==> src/design/mmn_pkg.sv <==
`timescale 1ns / 1ps

package mmn_pkg;

    localparam int unsigned SAMPLE_BITS_DEF = 16;
    localparam int unsigned OUT_MAX_DEF     = 4095;
    localparam int unsigned SCALED_W        = 12;
    localparam int unsigned M_TDATA_W       = ((SCALED_W + 7) / 8) * 8;
    localparam int unsigned S_TUSER_W       = 2;

    // tuser bit positions on the input side
    localparam int unsigned TUSER_OP    = 0;
    localparam int unsigned TUSER_FIRST = 1;

    // op codes
    localparam logic OP_MEASURE   = 1'b0;
    localparam logic OP_NORMALIZE = 1'b1;

    typedef enum logic [3:0] {
        ST_IDLE = 4'b0001,
        ST_PREP = 4'b0010,
        ST_DIV  = 4'b0100,
        ST_FIN  = 4'b1000
    } state_t;

    typedef struct packed {
        logic measure;
        logic capture;
        logic prep;
        logic div_step;
        logic load_out;
    } cmd_t;

    typedef struct packed {
        logic special;
    } status_t;

endpackage

==> src/design/min_max_normalizer.sv <==
`timescale 1ns / 1ps
// sequence: a normalize item is captured, then ST_PREP forms the operands, ST_DIV runs the
// divider and ST_FIN loads the output register once it is free; a clamped sample or an
// empty range skips the divider steps; no input is taken again until that load
// the divider is a 12-step restoring one by default (one quotient bit per cycle, quotient width follows OUT_MAX)
// a measure item is taken in ST_IDLE and only updates the range registers
// reset: synchronous active-low aresetn empties the output and restores the empty range

module min_max_normalizer #(
    parameter int unsigned SAMPLE_BITS = mmn_pkg::SAMPLE_BITS_DEF,
    parameter int unsigned OUT_MAX     = mmn_pkg::OUT_MAX_DEF,
    localparam int unsigned S_TDATA_W  = ((SAMPLE_BITS + 7) / 8) * 8
) (
    input  logic                            aclk,
    input  logic                            aresetn,
    // input channel
    input  logic                            s_axis_tvalid,
    output logic                            s_axis_tready,
    input  logic [S_TDATA_W-1:0]            s_axis_tdata,  // sample, zero pad
    input  logic [mmn_pkg::S_TUSER_W-1:0]   s_axis_tuser,  // op, first
    input  logic                            s_axis_tlast,  // last
    // result channel
    output logic                            m_axis_tvalid,
    input  logic                            m_axis_tready,
    output logic [mmn_pkg::M_TDATA_W-1:0]   m_axis_tdata,  // scaled, zero pad
    output logic                            m_axis_tlast   // end_of_image
);
    import mmn_pkg::*;

    cmd_t                         cmd;
    status_t                      status;
    logic [SCALED_W-1:0]          scaled;

    // sequencer: accepts items, steps the divider, owns the output valid
    mmn_ctrl #(
        .OUT_MAX (OUT_MAX)
    ) u_ctrl (
        .aclk      (aclk),
        .aresetn   (aresetn),
        .s_valid_i (s_axis_tvalid),
        .s_op_i    (s_axis_tuser[TUSER_OP]),
        .s_ready_o (s_axis_tready),
        .m_ready_i (m_axis_tready),
        .m_valid_o (m_axis_tvalid),
        .cmd_o     (cmd),
        .status_i  (status)
    );

    // range registers, multiplier, divider and output register
    mmn_datapath #(
        .SAMPLE_BITS (SAMPLE_BITS),
        .OUT_MAX     (OUT_MAX)
    ) u_dp (
        .aclk     (aclk),
        .aresetn  (aresetn),
        .cmd_i    (cmd),
        .status_o (status),
        .first_i  (s_axis_tuser[TUSER_FIRST]),
        .sample_i (s_axis_tdata[SAMPLE_BITS-1:0]),
        .last_i   (s_axis_tlast),
        .scaled_o (scaled),
        .eoi_o    (m_axis_tlast)
    );

    // scaled sits in the low bits, upper pad is zero
    assign m_axis_tdata = M_TDATA_W'(scaled);

endmodule

==> src/design/mmn_datapath.sv <==
`timescale 1ns / 1ps

module mmn_datapath #(
    parameter int unsigned SAMPLE_BITS = mmn_pkg::SAMPLE_BITS_DEF,
    parameter int unsigned OUT_MAX     = mmn_pkg::OUT_MAX_DEF
) (
    input  logic                              aclk,
    input  logic                              aresetn,
    input  mmn_pkg::cmd_t                     cmd_i,
    output mmn_pkg::status_t                  status_o,
    input  logic                              first_i,
    input  logic signed [SAMPLE_BITS-1:0]     sample_i,
    input  logic                              last_i,
    output logic [mmn_pkg::SCALED_W-1:0]      scaled_o,
    output logic                              eoi_o
);
    import mmn_pkg::*;

    localparam int unsigned SB = SAMPLE_BITS;
    localparam int unsigned QW = $clog2(OUT_MAX + 1);
    localparam int unsigned PW = SB + QW;

    localparam logic signed [SB-1:0] MOST_POS = {1'b0, {(SB-1){1'b1}}};
    localparam logic signed [SB-1:0] MOST_NEG = {1'b1, {(SB-1){1'b0}}};
    localparam logic [QW-1:0]        OMAX     = QW'(OUT_MAX);

    logic signed [SB-1:0] low_reg, low_next;
    logic signed [SB-1:0] high_reg, high_next;
    logic signed [SB-1:0] smp_reg;
    logic                 last_reg;
    logic [SB-1:0]        den_reg;
    logic [SB-1:0]        rem_reg, rem_next;
    logic [QW-1:0]        lowbits_reg, lowbits_next;
    logic [QW-1:0]        quot_reg, quot_next;
    logic                 zero_reg, full_reg;
    logic [SCALED_W-1:0]  scaled_reg;
    logic                 eoi_reg;

    logic signed [SB:0]   num_w, den_w;
    logic                 zero_w, full_w;
    logic [PW-1:0]        prod_w;
    logic [SB:0]          shifted_w;
    logic [SB+1:0]        trial_w;

    // range tracking in the measure pass
    always_comb begin
        low_next  = low_reg;
        high_next = high_reg;
        if (first_i) begin
            low_next  = sample_i;
            high_next = sample_i;
        end else begin
            if (sample_i < low_reg)  low_next  = sample_i;
            if (sample_i > high_reg) high_next = sample_i;
        end
    end

    always_ff @(posedge aclk) begin
        if (!aresetn) begin
            low_reg  <= MOST_POS;
            high_reg <= MOST_NEG;
        end else if (cmd_i.measure) begin
            low_reg  <= low_next;
            high_reg <= high_next;
        end
    end

    // operands and out-of-range cases
    assign num_w  = {smp_reg[SB-1], smp_reg} - {low_reg[SB-1], low_reg};
    assign den_w  = {high_reg[SB-1], high_reg} - {low_reg[SB-1], low_reg};
    assign zero_w = (high_reg <= low_reg) || (smp_reg <= low_reg);
    assign full_w = (smp_reg >= high_reg);
    assign prod_w = num_w[SB-1:0] * OMAX;

    // one restoring division step
    assign shifted_w = {rem_reg, lowbits_reg[QW-1]};
    assign trial_w   = {1'b0, shifted_w} - {2'b00, den_reg};

    always_comb begin
        rem_next     = rem_reg;
        lowbits_next = lowbits_reg;
        quot_next    = quot_reg;
        if (cmd_i.prep) begin
            rem_next     = prod_w[PW-1:QW];
            lowbits_next = prod_w[QW-1:0];
            quot_next    = '0;
        end else if (cmd_i.div_step) begin
            lowbits_next = lowbits_reg << 1;
            if (!trial_w[SB+1]) begin
                rem_next  = trial_w[SB-1:0];
                quot_next = QW'({quot_reg, 1'b1});
            end else begin
                rem_next  = shifted_w[SB-1:0];
                quot_next = QW'({quot_reg, 1'b0});
            end
        end
    end

    always_ff @(posedge aclk) begin
        if (cmd_i.capture) begin
            smp_reg  <= sample_i;
            last_reg <= last_i;
        end
        if (cmd_i.prep) begin
            den_reg  <= den_w[SB-1:0];
            zero_reg <= zero_w;
            full_reg <= full_w;
        end
        rem_reg     <= rem_next;
        lowbits_reg <= lowbits_next;
        quot_reg    <= quot_next;
        if (cmd_i.load_out) begin
            if (zero_reg)      scaled_reg <= '0;
            else if (full_reg) scaled_reg <= SCALED_W'(OUT_MAX);
            else               scaled_reg <= SCALED_W'(quot_reg);
            eoi_reg <= last_reg;
        end
    end

    assign status_o.special = zero_reg || full_reg;
    assign scaled_o         = scaled_reg;
    assign eoi_o            = eoi_reg;

endmodule

==> src/design/mmn_ctrl.sv <==
`timescale 1ns / 1ps

module mmn_ctrl #(
    parameter int unsigned OUT_MAX = mmn_pkg::OUT_MAX_DEF
) (
    input  logic              aclk,
    input  logic              aresetn,
    input  logic              s_valid_i,
    input  logic              s_op_i,
    output logic              s_ready_o,
    input  logic              m_ready_i,
    output logic              m_valid_o,
    output mmn_pkg::cmd_t     cmd_o,
    input  mmn_pkg::status_t  status_i
);
    import mmn_pkg::*;

    localparam int unsigned QW = $clog2(OUT_MAX + 1);
    localparam int unsigned CW = $clog2(QW + 1);

    state_t        state_reg, state_next;
    logic [CW-1:0] cnt_reg, cnt_next;
    logic          m_valid_reg, m_valid_next;
    logic          accept, out_free;

    assign s_ready_o = (state_reg == ST_IDLE);
    assign accept    = s_valid_i && s_ready_o;
    assign out_free  = !m_valid_reg || m_ready_i;

    always_comb begin
        state_next     = state_reg;
        cnt_next       = cnt_reg;
        cmd_o          = '0;
        cmd_o.measure  = accept && (s_op_i == OP_MEASURE);
        cmd_o.capture  = accept && (s_op_i == OP_NORMALIZE);
        case (state_reg)
            ST_IDLE: begin
                if (cmd_o.capture) state_next = ST_PREP;
            end
            ST_PREP: begin
                cmd_o.prep = 1'b1;
                cnt_next   = '0;
                state_next = ST_DIV;
            end
            ST_DIV: begin
                if (status_i.special) begin
                    state_next = ST_FIN;
                end else begin
                    cmd_o.div_step = 1'b1;
                    cnt_next       = cnt_reg + 1'b1;
                    if (cnt_reg == CW'(QW - 1)) state_next = ST_FIN;
                end
            end
            ST_FIN: begin
                if (out_free) begin
                    cmd_o.load_out = 1'b1;
                    state_next     = ST_IDLE;
                end
            end
            default: state_next = ST_IDLE;
        endcase
    end

    always_comb begin
        m_valid_next = m_valid_reg;
        if (cmd_o.load_out)  m_valid_next = 1'b1;
        else if (m_ready_i)  m_valid_next = 1'b0;
    end

    always_ff @(posedge aclk) begin
        if (!aresetn) begin
            state_reg   <= ST_IDLE;
            cnt_reg     <= '0;
            m_valid_reg <= 1'b0;
        end else begin
            state_reg   <= state_next;
            cnt_reg     <= cnt_next;
            m_valid_reg <= m_valid_next;
        end
    end

    assign m_valid_o = m_valid_reg;

    a_load_free: assert property (@(posedge aclk) disable iff (!aresetn)
        cmd_o.load_out |-> (!m_valid_reg || m_ready_i))
        else $error("result loaded over an untaken transfer");

    a_norm_prep: assert property (@(posedge aclk) disable iff (!aresetn)
        (accept && s_op_i == OP_NORMALIZE) |=> (state_reg == ST_PREP))
        else $error("normalize item did not start preparation");

    a_cnt_range: assert property (@(posedge aclk) disable iff (!aresetn)
        (state_reg == ST_DIV) |-> (cnt_reg <= CW'(QW - 1)))
        else $error("division step count out of range");

    a_valid_src: assert property (@(posedge aclk) disable iff (!aresetn)
        $rose(m_valid_reg) |-> $past(state_reg == ST_FIN))
        else $error("result valid without finishing a division");

endmodule

==> config.mk <==
export PLATFORM = sky130hd
export DESIGN_NAME = min_max_normalizer
export DESIGN_NICKNAME = d
export VERILOG_FILES = /design/src/design/mmn_pkg.sv /design/src/design/min_max_normalizer.sv /design/src/design/mmn_datapath.sv /design/src/design/mmn_ctrl.sv
export SDC_FILE = /design/constraint.sdc
export NUM_CORES = 1
export LEC_CHECK = 0
export ABC_AREA = 1
export BUFFER_PORTS_ARGS = -buffer_cell sky130_fd_sc_hd__clkbuf_2
export CORE_MARGIN = 2
export CORE_UTILIZATION = 60
export DETAILED_ROUTE_END_ITERATION = 10
export PLACE_DENSITY = 0.83
export SYNTH_ARGS = -nofsm -noshare
export SYNTH_HDL_FRONTEND = slang
export SYNTH_SLANG_ARGS = --single-unit
==> constraint.sdc <==
create_clock -name aclk -period 7.3 [get_ports aclk]
set_input_delay 0.365 -clock aclk [delete_from_list [all_inputs] [get_ports aclk]]
set_output_delay 0.365 -clock aclk [all_outputs]
set_load 0.02 [all_outputs]
==> results of run 1 <==
[layout make-up]
type | count | share of cell area
sequential | 129 | 0.233
clock inverter | 14 | 0.00994
inverter | 317 | 0.0831
timing repair buffer | 43 | 0.0160
multi-input combinational | 1231 | 0.604
clock buffer | 18 | 0.0299
tap | 280 | 0.0244
[through the flow]
| stage | util | worst slack (ps) | hold WS (ps) | std cells | cell area (sq um) |
|---|---|---|---|---|---|
| detailed placement | 0.631 | 605 | 422 | 2000 | 13800 |
| global placement | 0.631 | 792 | 402 | 2000 | 13800 |
| finish | 0.657 | 525 | 120 | 2032 | 14300 |
| floorplan | - | 1020 | 400 | 1711 | 13300 |
| CTS | 0.657 | 572 | 106 | 2032 | 14300 |
| global route | 0.657 | 136 | 113 | 2032 | 14300 |
[cells by family after synthesis]
family	after synthesis	share of synthesized area
adders and majority gates	250	0.276
xor gates and xnor gates	61	0.0423
AOI/OAI and AO/OA	280	0.119
other	1	0.000281
DFF	129	0.251
and+or+nand+nor	636	0.211
buffers and inverters	351	0.102
[worst paths after layout]
check / end / cells after the start / slack [ps]
min: u_dp.last_reg / 1 / 120
min reg2reg: u_dp.eoi_o / 0 / 440
max: u_dp.rem_reg[8] / 29 / 530
max reg2reg: u_dp.rem_reg[8] / 29 / 530
[routing by layer]
layer  GRT usage  routed length [microns]  vias to the layer above  share of wire
met4       0.113                     1120                        0          0.034
met5           0                        0                        -              0
met3      0.0329                     1710                       84          0.052
met2       0.506                    16200                      418           0.49
met1       0.355                    14000                     5459           0.42
li1            -                        -                     5653              -
[worst max-delay path: cells and delay by family, from the launching register on]
kind	cells	cell delay (ps)
AOI/OAI and AO/OA	5	1010
xor gates and xnor gates	1	330
adders and majority gates	8	3280
buffers and inverters	7	650
DFF	1	330
and+or+nand+nor	8	920
[cells in the final DEF, fill, tap and decap left out, types with 13 or more instances in the layout]
master / Yosys / routed
a21o_1: 13 / 13
a21oi_1: 139 / 139
clkbuf_16: 0 / 17
clkbuf_2: 0 / 37
dfxtp_1: 53 / 53
edfxtp_1: 76 / 76
fa_1: 73 / 73
ha_1: 177 / 177
inv_1: 306 / 306
nand2_1: 317 / 317
nand2_2: 18 / 18
nand3_1: 122 / 122
nand4_1: 28 / 28
nor2_1: 103 / 103
nor3_1: 17 / 16
o21ai_0: 67 / 67
o21bai_1: 13 / 13
xnor2_1: 18 / 18
xor2_1: 39 / 39
[synth_stat cells, types with 2 or more instances]
| master | count | share of area |
|---|---|---|
| a21boi_0 | 5 | 0.0028 |
| nand2_4 | 7 | 0.0059 |
| nor2_2 | 5 | 0.0023 |
| nand3_1 | 122 | 0.046 |
| edfxtp_1 | 76 | 0.17 |
| nor3_1 | 17 | 0.0064 |
| o21ai_0 | 67 | 0.025 |
| nand3b_1 | 7 | 0.0039 |
| nand3_2 | 2 | 0.0015 |
| nand2_1 | 317 | 0.089 |
| a21o_1 | 13 | 0.0073 |
| buf_2 | 9 | 0.0034 |
| a31oi_1 | 10 | 0.0047 |
| xor2_1 | 39 | 0.026 |
| nor2_1 | 103 | 0.029 |
| o21ai_1 | 7 | 0.0026 |
| clkbuf_1 | 15 | 0.0042 |
| or2_2 | 5 | 0.0023 |
| dfxtp_1 | 53 | 0.080 |
| ha_1 | 177 | 0.17 |
| nor4_1 | 3 | 0.0014 |
| a21oi_2 | 5 | 0.0033 |
| fa_1 | 73 | 0.11 |
| xor2_2 | 3 | 0.0037 |
| buf_4 | 6 | 0.0034 |
| o211ai_1 | 9 | 0.0051 |
| buf_1 | 4 | 0.0011 |
| o21a_1 | 3 | 0.0017 |
| inv_1 | 306 | 0.086 |
| nand4_1 | 28 | 0.013 |
| a21oi_1 | 139 | 0.052 |
| inv_2 | 9 | 0.0025 |
| xnor2_1 | 18 | 0.012 |
| o21bai_1 | 13 | 0.0073 |
| nand2_2 | 18 | 0.0084 |
==> flow_summary_export.csv, run 1 <==
group,metric,value,unit
floorplan,die_y,153,microns
synth,yosysSeqAreaShare,0.251,
setup_path,r2r-start,"u_dp.smp_reg[0]",
setup_path,cp-end-kind,"flip-flop",
clocking,cts_htree_levels,4,
setup_path,cp_slowest_cell,"fa_1",
setup_path,crit_start,"u_dp.smp_reg[0]",
sta,worst_pin_slew,1210,ps
synth,synth_cells,1708,
grt,overflow,0,
job,maxCapViolCount,0,
routing,antenna_left,0,
worst_hold_path,min_from,"s_axis_tlast",
grt,grt_pass1_wl,54.7,mm
grt,grt_max_degree,53,
routing,routed_wl,33.0,mm
setup_path,arrival,6940,ps
place,dp_hpwl,25.7,mm
floorplan,rows,54,
sta,drv_slew,0,
synth,synth-seq-cells,129,
final_layout,regArea,3340,sq um
setup_path,slowest_delay,550,ps
floorplan,die_w,153,microns
clocking,cts_resized,0,
sta,fmax,0.148,GHz
grt,grt_pass1_vias,11700,
sta,setup_viol,0,
place,portBuffers,37,
sta,relSlewSlack,0.191,
clocking,cts_buffers,17,
final_layout,diodes,0,
sta,finClkSkew,13.5,ps
setup_path,start_kind,"flip-flop",
worst_hold_path,hold_path_class,"input pin to flip-flop",
setup_path,worst-setup-path-type,"flip-flop to flip-flop",
setup_path,worstPathMaxFanout,6,
final_layout,nNetsFinal,2012,
routing,drt_pass1_iterations,6,
clocking,cts_tree,"built",
clocking,postCtsSetupBuffers,0,
clocking,clock-sinks,129,
synth,netlist_area,13300,sq um
clocking,root_buffer,"clkbuf_16",
final_layout,drive_gt1_frac,0.0776,
sta,fin_crit_sh,0.928,
clocking,clockBufferDepth,2,
floorplan,start_util,0.611,
floorplan,ios,42,
sta,rsz0062_at_grt,"false",
clocking,clk_latency,430,ps
grt,antenna_found_initial,0,
routing,initialDrtViolationCount,732,
floorplan,die-area,23400,sq um
synth,avgSynthCellArea,7.81,sq um
clocking,hold_buffers,0,
synth,synth_cell_types,50,
final_layout,fill_cells,1794,
grt,grt_use_total,0.285,
clocking,clk_pin_slew,60,ps
routing,drc,0,
final_layout,area_growth,7.59,%
synth,async_flop_share,0,
setup_path,path_common_cell,"inv_1",
floorplan,core,21800,sq um
status,outcome,"complete, no violations",
sta,period_needed,6770,ps
sta,hold_viol,0,
final_layout,multiInputGateArea,8660,sq um
synth,synthFlopType,"edfxtp_1",
setup_path,cp.required,7470,ps
place,gp_congestion,0.993,
routing,vias,11600,
synth,yosysWarnings,0,
routing,vias_per_cell,5.72,
sta,setup_tns,0,ps
routing,wl_per_cell,16.2,microns
synth,synth_edf_count,76,
Power of run 1 is not shown: default switching activity piles up to over one toggle a cycle in this logic, so the estimate is an artifact.
==> run 2: changes to the inputs <==
--- a/config.mk
+++ b/config.mk
@@ -11,2 +11,3 @@
 export CORE_UTILIZATION = 60
+export CTS_BUF_LIST = sky130_fd_sc_hd__clkbuf_8
 export DETAILED_ROUTE_END_ITERATION = 10
--- a/constraint.sdc
+++ b/constraint.sdc
@@ -3,2 +3,2 @@
 set_output_delay 0.365 -clock aclk [all_outputs]
-set_load 0.02 [all_outputs]
+set_load 0.005 [all_outputs]
==> flow_summary_export.csv, run 2 (same netlist as run 1, synthesis figures left out) <==
group,metric,value,unit
sta,fmax,0.148,GHz
routing,vias_per_cell,5.64,
routing,initialDrtViolationCount,804,
clocking,cts_resized,0,
sta,period_needed,6750,ps
sta,finClkSkew,24.2,ps
setup_path,path_common_cell,"nand2_1",
routing,routed_wl,32.2,mm
final_layout,drive_gt1_frac,0.0776,
routing,drt_pass1_iterations,6,
setup_path,worstPathMaxFanout,7,
sta,fin_crit_sh,0.924,
grt,grt_max_degree,53,
place,dp_hpwl,25.7,mm
clocking,clk_latency,470,ps
worst_hold_path,hold_depth,1,
sta,hold_viol,0,
worst_hold_path,hold_end,"u_dp.last_reg",
clocking,hold_buffers,0,
final_layout,diodes,0,
floorplan,die_y,153,microns
setup_path,cp-end-kind,"flip-flop",
clocking,clk_pin_slew,90,ps
setup_path,start_kind,"flip-flop",
final_layout,final_cell_mix,"nand2_1, inv_1, ha_1",
setup_path,r2r-start,"u_dp.low_reg[1]",
status,outcome,"complete, no violations",
setup_path,arrival,6960,ps
floorplan,die_w,153,microns
routing,drc,0,
grt,overflow,0,
floorplan,rows,54,
clocking,clockBufferDepth,2,
grt,antenna_found_initial,0,
clocking,cts_buffers,17,
worst_hold_path,hold_path_class,"input pin to flip-flop",
floorplan,die-area,23400,sq um
place,place_inst,2000,
final_layout,instances_no_fill,2032,
setup_path,reg2reg_slack,550,ps
setup_path,worst_r2r_endpoint,"u_dp.rem_reg[8]",
routing,antenna_left,0,
clocking,cts_tree,"built",
floorplan,start_util,0.611,
floorplan,core,21800,sq um
setup_path,worst-setup-path-type,"flip-flop to flip-flop",
job,maxCapViolCount,0,
floorplan,ios,42,
final_layout,final_common_cell,"nand2_1",
sta,setup_viol,0,
routing,wl_per_cell,15.9,microns
routing,vias,11500,
sta,relSlewSlack,0.178,
place,gp_congestion,0.993,
final_layout,nNetsFinal,2012,
setup_path,r2r.worst_path.cells,29,
sta,rsz0062_at_grt,"false",
sta,whs,77.7,ps
clocking,cts_htree_levels,4,
setup_path,slowest_delay,580,ps
clocking,postCtsSetupBuffers,0,
place,portBuffers,37,
sta,drv_slew,0,
setup_path,cp.required,7510,ps
grt,grt_use_total,0.280,
final_layout,fill_cells,1840,
grt,grt_pass1_vias,11500,
final_layout,area_growth,6.15,%
clocking,clock-sinks,129,
worst_hold_path,min_from,"s_axis_tlast",
sta,worst_pin_slew,1230,ps
setup_path,cp_slowest_cell,"fa_1",
sta,setup_tns,0,ps
clocking,root_buffer,"clkbuf_8",
grt,grt_pass1_wl,53.9,mm
[run 2: worst max-delay path by stage]
| stage | slack, ps | to | from |
|---|---|---|---|
| 3_5_place_dp | 600 | u_dp.rem_reg[8] | u_dp.low_reg[1] |
| 6_report | 550 | u_dp.rem_reg[8] | u_dp.low_reg[1] |
| 2_1_floorplan | 1020 | u_dp.rem_reg[12] | u_dp.smp_reg[2] |
| 5_1_grt | 130 | u_dp.rem_reg[14] | u_dp.low_reg[1] |
| 3_3_place_gp | 790 | u_dp.rem_reg[12] | u_dp.low_reg[1] |
| 4_1_cts | 600 | u_dp.rem_reg[8] | u_dp.smp_reg[0] |
[run 2: layout make-up]
class | count | area (sq um) | area share
sequential | 129 | 3340 | 0.236
timing repair buffer | 43 | 230 | 0.0163
tap | 280 | 350 | 0.0247
inverter | 317 | 1190 | 0.0842
multi-input combinational | 1231 | 8660 | 0.612
clock inverter | 15 | 146 | 0.0103
clock buffer | 17 | 234 | 0.0165
[run 2: metrics by stage]
stage / instance area [sq um] / utilization / worst slack [ps]
floorplan: 13300 / - / 1020
global placement: 13800 / 0.631 / 792
detailed placement: 13800 / 0.631 / 605
CTS: 14200 / 0.649 / 602
global route: 14200 / 0.649 / 125
finish: 14200 / 0.649 / 554
[run 2: worst max-delay path, delay by kind of cell, from the launching register on]
kind	cells	cell delay (ps)
xor+xnor	1	140
simple gates	12	1290
buf+inv	6	570
compound gates	3	680
fa+ha+maj	7	3370
flops	1	460
[run 2: routing by layer]
metal / GRT usage / wire, microns / up-vias
met5: 0 / 0 / -
met1: 0.351 / 13800 / 5365
li1: - / - / 5637
met3: 0.0343 / 1600 / 89
met2: 0.493 / 15700 / 371
met4: 0.110 / 1080 / 0
Power of run 2 is left out for the same reason.
